==> config.mk <==
export PLATFORM = sky130hd
export DESIGN_NAME = esc_rx_ctrl
export DESIGN_NICKNAME = d
export VERILOG_FILES = /design/src/esc_rx_pkg.sv /design/src/esc_rx_ctrl.sv
export SDC_FILE = /design/constraint.sdc
export NUM_CORES = 1
export LEC_CHECK = 0
export BUFFER_PORTS_ARGS = -buffer_cell sky130_fd_sc_hd__buf_2
export CORE_MARGIN = 2
export CORE_UTILIZATION = 47
export CTS_BUF_LIST = sky130_fd_sc_hd__clkbuf_8
export CTS_CLUSTER_DIAMETER = 60
export DETAILED_ROUTE_END_ITERATION = 7
export MAX_ROUTING_LAYER = met4
export PLACE_DENSITY = 0.91
export SLEW_MARGIN = 10
export SYNTH_ARGS = -nofsm -noshare
export SYNTH_HDL_FRONTEND = slang
export SYNTH_SLANG_ARGS = --single-unit
==> constraint.sdc <==
create_clock -name clock -period 2.4 [get_ports clock]
set_clock_uncertainty 0.15 [all_clocks]
set_input_delay 0.24 -clock clock [delete_from_list [all_inputs] [get_ports clock]]
set_output_delay 0.24 -clock clock [all_outputs]
set_load 0.03 [all_outputs]
==> src/esc_rx_pkg.sv <==
// Shared constants, codes and controller/datapath interface types for the escaped frame receiver.
package esc_rx_pkg;

   localparam int BUF_DEPTH_DEFAULT = 512;

   localparam logic [7:0] SYM_NUL = 8'h00;
   localparam logic [7:0] SYM_SOH = 8'h01;
   localparam logic [7:0] SYM_STX = 8'h02;
   localparam logic [7:0] SYM_ETX = 8'h03;
   localparam logic [7:0] SYM_ESC = 8'h1B;

   localparam int REQ_TDATA_W  = 24;
   localparam int REQ_TUSER_W  = 1;
   localparam int RSP_TDATA_W  = 48;
   localparam int RSP_TUSER_W  = 3;
   localparam int IDX_W        = 9;
   localparam int LEN_W        = 10;
   localparam int REQ_BYTE_LSB = 0;
   localparam int REQ_IDX_LSB  = 8;
   localparam int RSP_LEN_LSB  = 0;
   localparam int RSP_READ_LSB = 35;
   localparam int RSP_FIELDS_W = 43;
   localparam int RSP_PAD_W    = RSP_TDATA_W - RSP_FIELDS_W;

   localparam logic [RSP_TUSER_W-1:0] ST_GOOD  = 3'd0;
   localparam logic [RSP_TUSER_W-1:0] ST_CSUM  = 3'd1;
   localparam logic [RSP_TUSER_W-1:0] ST_SHORT = 3'd2;
   localparam logic [RSP_TUSER_W-1:0] ST_OVF   = 3'd3;
   localparam logic [RSP_TUSER_W-1:0] ST_READ  = 3'd4;

   localparam int MAX_FRAME_LEN = 1023;
   localparam int MIN_FRAME_LEN = 9;
   localparam int HDR_OVERHEAD  = 9;
   localparam int PAYLOAD_MAX   = 255;
   localparam int POS_FIRST     = 2;
   localparam int POS_PORT      = 2;
   localparam int POS_OPCODE    = 4;
   localparam int POS_SIZE      = 5;
   localparam int CHK_TAIL      = 3;

   typedef logic [1:0] rd_sel_type;
   localparam rd_sel_type RD_IDX  = 2'd0;
   localparam rd_sel_type RD_PREV = 2'd1;
   localparam rd_sel_type RD_WALK = 2'd2;

   typedef logic [2:0] wp_op_type;
   localparam wp_op_type WP_HOLD = 3'd0;
   localparam wp_op_type WP_ZERO = 3'd1;
   localparam wp_op_type WP_ONE  = 3'd2;
   localparam wp_op_type WP_TWO  = 3'd3;
   localparam wp_op_type WP_INC  = 3'd4;
   localparam wp_op_type WP_DEC  = 3'd5;

   typedef logic [1:0] len_op_type;
   localparam len_op_type LEN_HOLD    = 2'd0;
   localparam len_op_type LEN_POS     = 2'd1;
   localparam len_op_type LEN_POS_INC = 2'd2;

   typedef logic [1:0] out_kind_type;
   localparam out_kind_type OUT_READ  = 2'd0;
   localparam out_kind_type OUT_OVF   = 2'd1;
   localparam out_kind_type OUT_SHORT = 2'd2;
   localparam out_kind_type OUT_FRAME = 2'd3;

   typedef struct packed {
      logic         load_item;
      logic         mem_we;
      logic         rd_en;
      rd_sel_type   rd_sel;
      wp_op_type    wp_op;
      len_op_type   len_op;
      logic         walk_init;
      logic         out_load;
      out_kind_type out_kind;
   } ctl_cmd_type;

   typedef struct packed {
      logic item_read;
      logic byte_esc;
      logic byte_stx;
      logic byte_etx;
      logic byte_nul;
      logic byte_soh;
      logic wp_zero;
      logic wp_full;
      logic wp_short;
      logic prev_esc;
      logic walk_more;
      logic walk_done;
      logic csum_ok;
      logic out_busy;
   } dp_status_type;

endpackage

==> src/esc_rx_ctrl.sv <==
// Controller state machine for the escaped frame receiver: framing, escapes and sequencing.
module esc_rx_ctrl (
   input  logic                       clock,
   input  logic                       reset,
   input  logic                       req_tvalid,
   output logic                       req_tready,
   input  esc_rx_pkg::dp_status_type  dp_status,
   output esc_rx_pkg::ctl_cmd_type    ctl_cmd
);
   import esc_rx_pkg::*;

   localparam logic [2:0] S_IDLE     = 3'd0;
   localparam logic [2:0] S_DISPATCH = 3'd1;
   localparam logic [2:0] S_PREV     = 3'd2;
   localparam logic [2:0] S_WALK     = 3'd3;
   localparam logic [2:0] S_EMIT     = 3'd4;

   logic [2:0]   state_ff, state_in;
   logic         in_frame_ff, in_frame_in;
   logic         literal_ff, literal_in;
   logic         draining_ff, draining_in;
   out_kind_type kind_ff, kind_in;

   always_comb begin
      ctl_cmd          = '0;
      ctl_cmd.rd_sel   = RD_IDX;
      ctl_cmd.wp_op    = WP_HOLD;
      ctl_cmd.len_op   = LEN_HOLD;
      ctl_cmd.out_kind = kind_ff;
      req_tready       = 1'b0;
      state_in         = state_ff;
      in_frame_in      = in_frame_ff;
      literal_in       = literal_ff;
      draining_in      = draining_ff;
      kind_in          = kind_ff;
      unique case (state_ff)
         S_IDLE: begin
            req_tready = 1'b1;
            if (req_tvalid) begin
               ctl_cmd.load_item = 1'b1;
               state_in          = S_DISPATCH;
            end
         end
         S_DISPATCH: begin
            priority if (dp_status.item_read) begin
               ctl_cmd.rd_en  = 1'b1;
               ctl_cmd.rd_sel = RD_IDX;
               kind_in        = OUT_READ;
               state_in       = S_EMIT;
            end else if (draining_ff) begin
               if (dp_status.byte_etx) begin
                  draining_in = 1'b0;
               end
               state_in = S_IDLE;
            end else if (!in_frame_ff) begin
               ctl_cmd.mem_we = 1'b1;
               priority if (dp_status.wp_zero) begin
                  ctl_cmd.wp_op = dp_status.byte_esc ? WP_ONE : WP_ZERO;
               end else if (dp_status.byte_stx) begin
                  in_frame_in   = 1'b1;
                  ctl_cmd.wp_op = WP_TWO;
               end else if (dp_status.byte_esc) begin
                  ctl_cmd.wp_op = WP_ONE;
               end else begin
                  ctl_cmd.wp_op = WP_ZERO;
               end
               state_in = S_IDLE;
            end else if (dp_status.wp_full) begin
               ctl_cmd.len_op = LEN_POS;
               ctl_cmd.wp_op  = WP_ZERO;
               in_frame_in    = 1'b0;
               literal_in     = 1'b0;
               kind_in        = OUT_OVF;
               state_in       = S_EMIT;
            end else if (literal_ff) begin
               ctl_cmd.mem_we = 1'b1;
               ctl_cmd.wp_op  = WP_INC;
               literal_in     = 1'b0;
               state_in       = S_IDLE;
            end else begin
               ctl_cmd.mem_we = 1'b1;
               ctl_cmd.rd_en  = 1'b1;
               ctl_cmd.rd_sel = RD_PREV;
               state_in       = S_PREV;
            end
         end
         S_PREV: begin
            state_in = S_IDLE;
            priority if (!dp_status.prev_esc) begin
               ctl_cmd.wp_op = WP_INC;
            end else if (dp_status.byte_nul) begin
               literal_in = 1'b1;
            end else if (dp_status.byte_soh) begin
               ctl_cmd.wp_op = WP_DEC;
            end else if (dp_status.byte_etx) begin
               in_frame_in       = 1'b0;
               ctl_cmd.len_op    = LEN_POS_INC;
               ctl_cmd.wp_op     = WP_ZERO;
               ctl_cmd.walk_init = 1'b1;
               if (dp_status.wp_short) begin
                  kind_in  = OUT_SHORT;
                  state_in = S_EMIT;
               end else begin
                  kind_in  = OUT_FRAME;
                  state_in = S_WALK;
               end
            end else begin
               ctl_cmd.wp_op = WP_HOLD;
            end
         end
         S_WALK: begin
            ctl_cmd.rd_en  = dp_status.walk_more;
            ctl_cmd.rd_sel = RD_WALK;
            if (dp_status.walk_done) begin
               state_in = S_EMIT;
            end
         end
         S_EMIT: begin
            if (!dp_status.out_busy) begin
               ctl_cmd.out_load = 1'b1;
               if (kind_ff == OUT_FRAME && !dp_status.csum_ok) begin
                  draining_in = 1'b1;
               end
               state_in = S_IDLE;
            end
         end
         default: begin
            state_in = S_IDLE;
         end
      endcase
   end

   always_ff @(posedge clock) begin
      if (reset) begin
         state_ff    <= S_IDLE;
         in_frame_ff <= 1'b0;
         literal_ff  <= 1'b0;
         draining_ff <= 1'b0;
         kind_ff     <= OUT_READ;
      end else begin
         state_ff    <= state_in;
         in_frame_ff <= in_frame_in;
         literal_ff  <= literal_in;
         draining_ff <= draining_in;
         kind_ff     <= kind_in;
      end
   end
endmodule

Yosys cells after proc, flatten, opt, wreduce, memory -nomap -nowiden
Cells that the tools add are included.
W data, S select, Z words.
{"block": "totals", "in_bits": 17, "wordCells": 114, "register_bits": 8}
{"block": "op_classes", "n_reduce_logical": 10, "n_mux": 79, "eq_ne": 20}
{"operator": "$mux W3", "n": 23}
{"operator": "$mux W1", "n": 32}
{"operator": "$mux W2", "n": 13}
{"operator": "$ne A2 B2 Y1 const B", "n": 12}
{"operator": "$pmux W3 S5", "n": 1}
{"operator": "$pmux W5 S2", "n": 1}
{"operator": "$mux W9", "n": 1}
{"operator": "$ne A3 B3 Y1 const B", "n": 3}
{"operator": "$reduce_and A8 Y1", "n": 1}
{"operator": "$reduce_and A7 Y1", "n": 1}
{"operator": "$eq A3 B2 Y1 const B", "n": 2}
{"operator": "$mux W6", "n": 1}
{"operator": "$pmux W1 S2", "n": 3}
{"operator": "$pmux W3 S2", "n": 1}
{"operator": "$reduce_and A6 Y1", "n": 1}
{"operator": "$mux W5", "n": 1}
{"operator": "$mux W4", "n": 1}
{"operator": "$pmux W2 S2", "n": 1}
{"operator": "$reduce_and A4 Y1", "n": 1}
{"operator": "$reduce_bool A2 Y1", "n": 2}
{"operator": "$eq A3 B1 Y1 const B", "n": 1}
{"operator": "$eq A3 B3 Y1 const B", "n": 1}
{"operator": "$logic_not A3 Y1", "n": 1}
{"operator": "$reduce_and A3 Y1", "n": 1}
{"operator": "3 further kinds", "n": 3}

Logic depth before layout (Yosys ltp)
Gate-level depths: netlist of run 1.
{"block": "depth", "word_depth": 7, "ltp_mapped": 5, "mapped_depth_nobuf": 5}

Least setup slack after synthesis of run 1
No wires, ideal clock.
{"block": "synth_path", "kind": "flip-flop to output port", "start": "register state_ff[0]", "end": "output port ctl_cmd[8] (netlist name)", "path_buffers": 1, "path_slack_ns": 0.012, "t_arrival_ns": 1.998, "t_required_ns": 2.010, "path_stages_with_launch": 5, "path_cell_list": "dfxtp_1 > or3b_1 > or3_1 > buf_2 > o32ai_1"}
{"element": "start, declared", "line_no": "esc_rx_ctrl.sv:18", "text": "logic [2:0] state_ff, state_in;"}
{"element": "start signal, assigned", "line_no": "esc_rx_ctrl.sv:141", "text": "state_ff <= state_in;"}
{"element": "end, declared", "line_no": "esc_rx_ctrl.sv:8", "text": "output esc_rx_pkg::ctl_cmd_type ctl_cmd"}

==> results.py, run 1 <==
metrics = {
    "run_status": {
        "status": "complete, no violations",
    },
    "die": {
        "die_width_um": 41.6,
        "dieArea_um2": 1730,
        "core_um2": 1320,
        "die_h_um": 41.6,
        "initial_core_util_pct": 50.3,
        "ioPinCount": 32,
        "rows": 13,
    },
    "clock_network": {
        "cts_buffer_depth": 2,
        "cts_inserted_buffers": 3,
        "post_cts_buffers": 0,
        "cts_root_buffer": "clkbuf_8",
        "path_clk_slew_ns": 0.04,
        "clkSinkCount": 8,
        "htree_levels": 1,
        "clock_latency_ns": 0.23,
        "cts_tree": "done",
    },
    "job": {
        "maxCapViolCount": 0,
    },
    "drt": {
        "wirelength_mm": 1.78,
        "antenna_left": 0,
        "viasPerCell": 5.80,
        "firstDrtPassIters": 4,
        "drc": 0,
        "vias": 806,
        "wl_per_cell_um": 12.8,
        "drtIter0Drc": 26,
    },
    "final_layout": {
        "syn_to_final_growth_pct": 34.5,
        "final_nets": 143,
        "layout-drive-gt1-share_pct": 34.7,
        "final_util_pct": 67.7,
        "n_antenna_cell": 0,
        "stdcell_count": 139,
        "layout_commonest_cell": "buf_2",
        "layout_common_cells": "buf_2 (30), o21ai_0 (9), nand2_1 (8), dfxtp_1 (8)",
    },
    "worst_setup_path": {
        "worstRegToRegCells": 4,
        "worstPathArrival_ns": 1.96,
        "critPathKind": "reg -> out",
        "crit_path_max_fanout": 6,
        "r2r_start": "state_ff[1]",
        "setup.worst_path.start": "state_ff[1]",
        "critPathRequiredTime_ns": 2.01,
        "crit_path_end_kind": "output pin",
        "worstSetupStartpointType": "register",
    },
    "synth": {
        "synth_cell_types": 40,
        "yosys_warnings": 0,
        "synth_nets": 109,
        "netlist_instances": 92,
        "ys.flop_type": "dfxtp_1",
        "ys_ff_latch": 8,
        "ys_seq_area_share_pct": 24.2,
        "synth_edf_count": 0,
        "netlist_area_um2": 663,
        "syn_avg_cell_area_um2": 7.21,
        "synthArstFlopShare_pct": 0,
    },
    "power": {
        "finalPower_uw": 384,
        "power.static_leakage_nw": 0.430,
        "power_density_nw_per_um2": 431,
        "ir_worst_vdd_mv": 0.266,
    },
    "placement": {
        "place_hpwl_mm": 1.36,
        "numPortBuffers": 31,
        "dp.cells": 136,
        "dp_slack_ns": 0.236,
        "gp_congestion": 0.841,
    },
    "grt": {
        "grt_first_pass_wirelength_mm": 3.11,
        "grt_usage_pct": 23.1,
        "gr-usage-met3_pct": 8.26,
        "grt_max_degree": 15,
        "use_met2_pct": 36.6,
        "met1_usage_pct": 28.7,
        "top_usage_layer": "met2",
        "grt_pass1_vias": 712,
        "overflow": 0,
        "antenna_found_initial": 0,
    },
    "timing": {
        "setup_violations": 0,
        "setup_tns_ns": 0,
        "finalCritPeriodShare_pct": 97.8,
        "hold_violations": 0,
        "worst_pin_slew_ns": 0.490,
        "rsz0062_at_grt": "no",
        "max_freq_mhz": 426,
        "drv_slew": 0,
        "max_slew_margin_pct": 67.0,
        "setup_slack_ns": 0.0517,
        "fin_crit_ns": 2.35,
    },
    "hold_path": {
        "min-delay-start": "req_tvalid",
        "whs_path_depth": 3,
        "hp-class": "in -> reg",
    },
}
==> what timing repair did <==
item | 4_1_cts | 5_1_grt
resized for setup | 1 | 1
pin swaps | 0 | 0
endpoints found under the setup margin | 1 | 1
hold buffers | 0 | 0
==> cell usage after synthesis, types with 2 or more instances <==
cell / count / area (um2)
o21ai_0: 9 / 45.0
dfxtp_1: 8 / 160
nand2_1: 8 / 30.0
inv_1: 6 / 22.5
nor2_1: 6 / 22.5
nor3_1: 5 / 25.0
clkbuf_1: 4 / 15.0
nand2b_1: 4 / 25.0
nor2b_1: 4 / 25.0
a21oi_1: 3 / 15.0
and2_1: 3 / 18.8
nor3b_1: 2 / 15.0
nor4b_1: 2 / 17.5
o32ai_1: 2 / 17.5
==> layer usage <==
layer	share of wire, %	vias up	routed length (um)
li1	-	400	-
met1	45	375	794
met3	5.9	3	104
met4	0.79	0	14
met2	49	28	863
met5	0	-	0
==> cell families after synthesis <==
| group | Yosys count | share of synthesized area, % |
|---|---|---|
| buf+inv | 12 | 6.98 |
| simple gates | 45 | 40.9 |
| flops | 8 | 24.2 |
| compound gates | 27 | 27.9 |
==> per-stage QoR <==
step | hold WS, ns | instance area (um2)
2_1_floorplan | 0.239 | 663
3_3_place_gp | 0.357 | 843
3_5_place_dp | 0.358 | 843
4_1_cts | 0.126 | 890
5_1_grt | 0.139 | 892
6_report | 0.132 | 892
==> registers in the layout, indices dropped and copies added, names as in the netlist <==
name         flops
literal_ff       1
in_frame_ff      1
state_ff         3
draining_ff      1
kind_ff          2
==> worst max-delay path, stage by stage (launching register included) <==
cell,delay [ns]
dfxtp_1,0.31
or3b_1,0.41
or3_4,0.39
or3_4,0.39
inv_1,0.06
clkbuf_4,0.17
==> power breakdown <==
group          switching, mW  internal, mW
sequential           0.00264         0.136
clock                 0.0588         0.109
combinational         0.0452        0.0324
==> path summary, 6_finish.rpt <==
| path | to | slack [ns] |
|---|---|---|
| max reg2reg | state_ff[1] | 0.58 |
| max | ctl_cmd[9] | 0.05 |
| min reg2reg | draining_ff | 0.37 |
| min | state_ff[0] | 0.13 |
==> final cells by class <==
type | count | area (um2)
multi-input cells | 72 | 462
fillers | 101 | 425
repair buffers | 35 | 188
flip-flops and latches | 8 | 160
clock buffers | 3 | 41.3
inverters | 6 | 22.5
well taps | 15 | 18.8
(Power assumes the default switching activity.)
==> run 2, diff against run 1 <==
--- a/config.mk
+++ b/config.mk
@@ -6,7 +6,7 @@
 export NUM_CORES = 1
 export LEC_CHECK = 0
 export BUFFER_PORTS_ARGS = -buffer_cell sky130_fd_sc_hd__buf_2
-export CORE_MARGIN = 2
+export CORE_MARGIN = 3
 export CORE_UTILIZATION = 47
 export CTS_BUF_LIST = sky130_fd_sc_hd__clkbuf_8
 export CTS_CLUSTER_DIAMETER = 60
==> constraint.sdc (replaced) <==
create_clock -name clock -period 2.6 [get_ports clock]
set_clock_uncertainty 0.15 [all_clocks]
set_input_delay 0.26 -clock clock [delete_from_list [all_inputs] [get_ports clock]]
set_output_delay 0.26 -clock clock [all_outputs]
set_load 0.03 [all_outputs]
==> results.py, run 2 (synthesis results as in run 1) <==
metrics = {
    "run_status": {
        "status": "complete, no violations",
    },
    "worst_setup_path": {
        "crit_path_max_fanout": 13,
        "worstSetupStartpointType": "register",
        "worstPathArrival_ns": 2.09,
        "critPathBufInv": 2,
        "critical-path-top-delay-family": "simple AND/OR/NAND/NOR gates",
        "crit_path_end_kind": "output pin",
        "critPathRequiredTime_ns": 2.19,
        "critPathMaxStageDelay_ns": 0.43,
        "cp_cell_sequence": "or3b_1, or3_1, or3_4, inv_1, buf_2",
        "cpMaxStageDelayCell": "or3b_1",
        "critPathKind": "reg -> out",
    },
    "die": {
        "rows": 12,
        "initial_core_util_pct": 54.5,
        "die_h_um": 43.6,
        "dieArea_um2": 1900,
        "core_um2": 1220,
        "die_width_um": 43.6,
        "ioPinCount": 32,
    },
    "final_layout": {
        "layout_commonest_cell": "buf_2",
        "n_antenna_cell": 0,
        "reg_top3": "state_ff x3, kind_ff x2",
        "top_register": "state_ff",
        "layout_common_cells": "buf_2 (31), o21ai_0 (9), nand2_1 (8)",
        "largest_reg_flops": 3,
        "layout-drive-gt1-share_pct": 34.4,
        "fin_area_um2": 871,
        "final_nets": 141,
        "syn_to_final_growth_pct": 31.3,
    },
    "drt": {
        "drc": 0,
        "wl_per_cell_um": 14.8,
        "firstDrtPassIters": 4,
        "antenna_left": 0,
        "wirelength_mm": 2.02,
        "vias": 814,
        "viasPerCell": 5.99,
        "drtIter0Drc": 16,
    },
    "placement": {
        "numPortBuffers": 31,
        "postPlaceCellArea_um2": 827,
        "place_hpwl_mm": 1.55,
        "gp_congestion": 0.811,
    },
    "power": {
        "ir_worst_vdd_mv": 0.351,
        "finalPower_uw": 361,
        "power.static_leakage_nw": 0.419,
        "power_density_nw_per_um2": 414,
    },
    "clock_network": {
        "cts_root_buffer": "clkbuf_8",
        "cts_inserted_buffers": 3,
        "cts_tree": "done",
        "cts_buffer_depth": 2,
        "clkSinkCount": 8,
        "path_clk_slew_ns": 0.04,
        "clock_latency_ns": 0.24,
        "htree_levels": 1,
    },
    "grt": {
        "grt_first_pass_wirelength_mm": 3.18,
        "antenna_found_initial": 0,
        "overflow": 0,
        "grt_max_degree": 15,
        "grt_usage_pct": 23.0,
        "grt_pass1_vias": 738,
    },
    "job": {
        "maxCapViolCount": 0,
    },
    "timing": {
        "setup_violations": 0,
        "worst_pin_slew_ns": 0.522,
        "setup_tns_ns": 0,
        "rsz0062_at_grt": "no",
        "hold_violations": 0,
        "max_slew_margin_pct": 64.9,
        "max_freq_mhz": 399,
        "drv_slew": 0,
        "fin_crit_ns": 2.50,
        "finalCritPeriodShare_pct": 96.3,
    },
    "hold_path": {
        "hp-class": "in -> reg",
    },
}
## run 2: worst min-delay path, stage by stage
cell and delay [ns]:
buf_2 0.07, nand4b_1 0.09, a21oi_1 0.06
## run 2: worst paths after layout
kind / startpoint / endpoint / slack [ns] / cells past startpoint
worst max-delay path: state_ff[1] / ctl_cmd[9] / 0.1 / 5
worst min register to register: kind_ff[1] / draining_ff / 0.36 / 2
worst min-delay path: dp_status[1] / draining_ff / 0.15 / 3
worst max register to register: state_ff[1] / state_ff[1] / 0.65 / 4
## run 2: repair_timing
item,CTS,global route
setup buffers,0,0
hold buffers,0,0
setup endpoints to repair,0,1
gates resized for setup,0,2
## run 2: power breakdown
group / total (mW) / switching [mW] / internal [mW]
combinational: 0.0709 / 0.0420 / 0.0289
clock: 0.160 / 0.0592 / 0.101
sequential: 0.129 / 0.00353 / 0.126
## run 2: metal layers
| layer | wire [um] | global-route usage [%] |
|---|---|---|
| met1 | 801 | 27.4 |
| met2 | 1020 | 36.0 |
| met4 | 28 | 9.64 |
| met3 | 162 | 6.22 |
| met5 | 0 | - |
## run 2: final cells by class
cell class                 count  area, um2
timing repair buffer          33        170
inverter                       6       22.5
sequential                     8        163
fill                          92        345
tap                           14       17.5
clock buffer                   3       41.3
multi-input combinational     72        457
## run 2: stage by stage
step           util [%]  worst slack, ns  hold WS [ns]  std cells
2_1_floorplan         -            0.192         0.259         92
3_3_place_gp       68.0            0.356         0.360        133
3_5_place_dp       68.0            0.295         0.355        133
4_1_cts            71.4           0.0263         0.145        136
5_1_grt            71.6           0.0366         0.159        136
6_report           71.6           0.0954         0.145        136
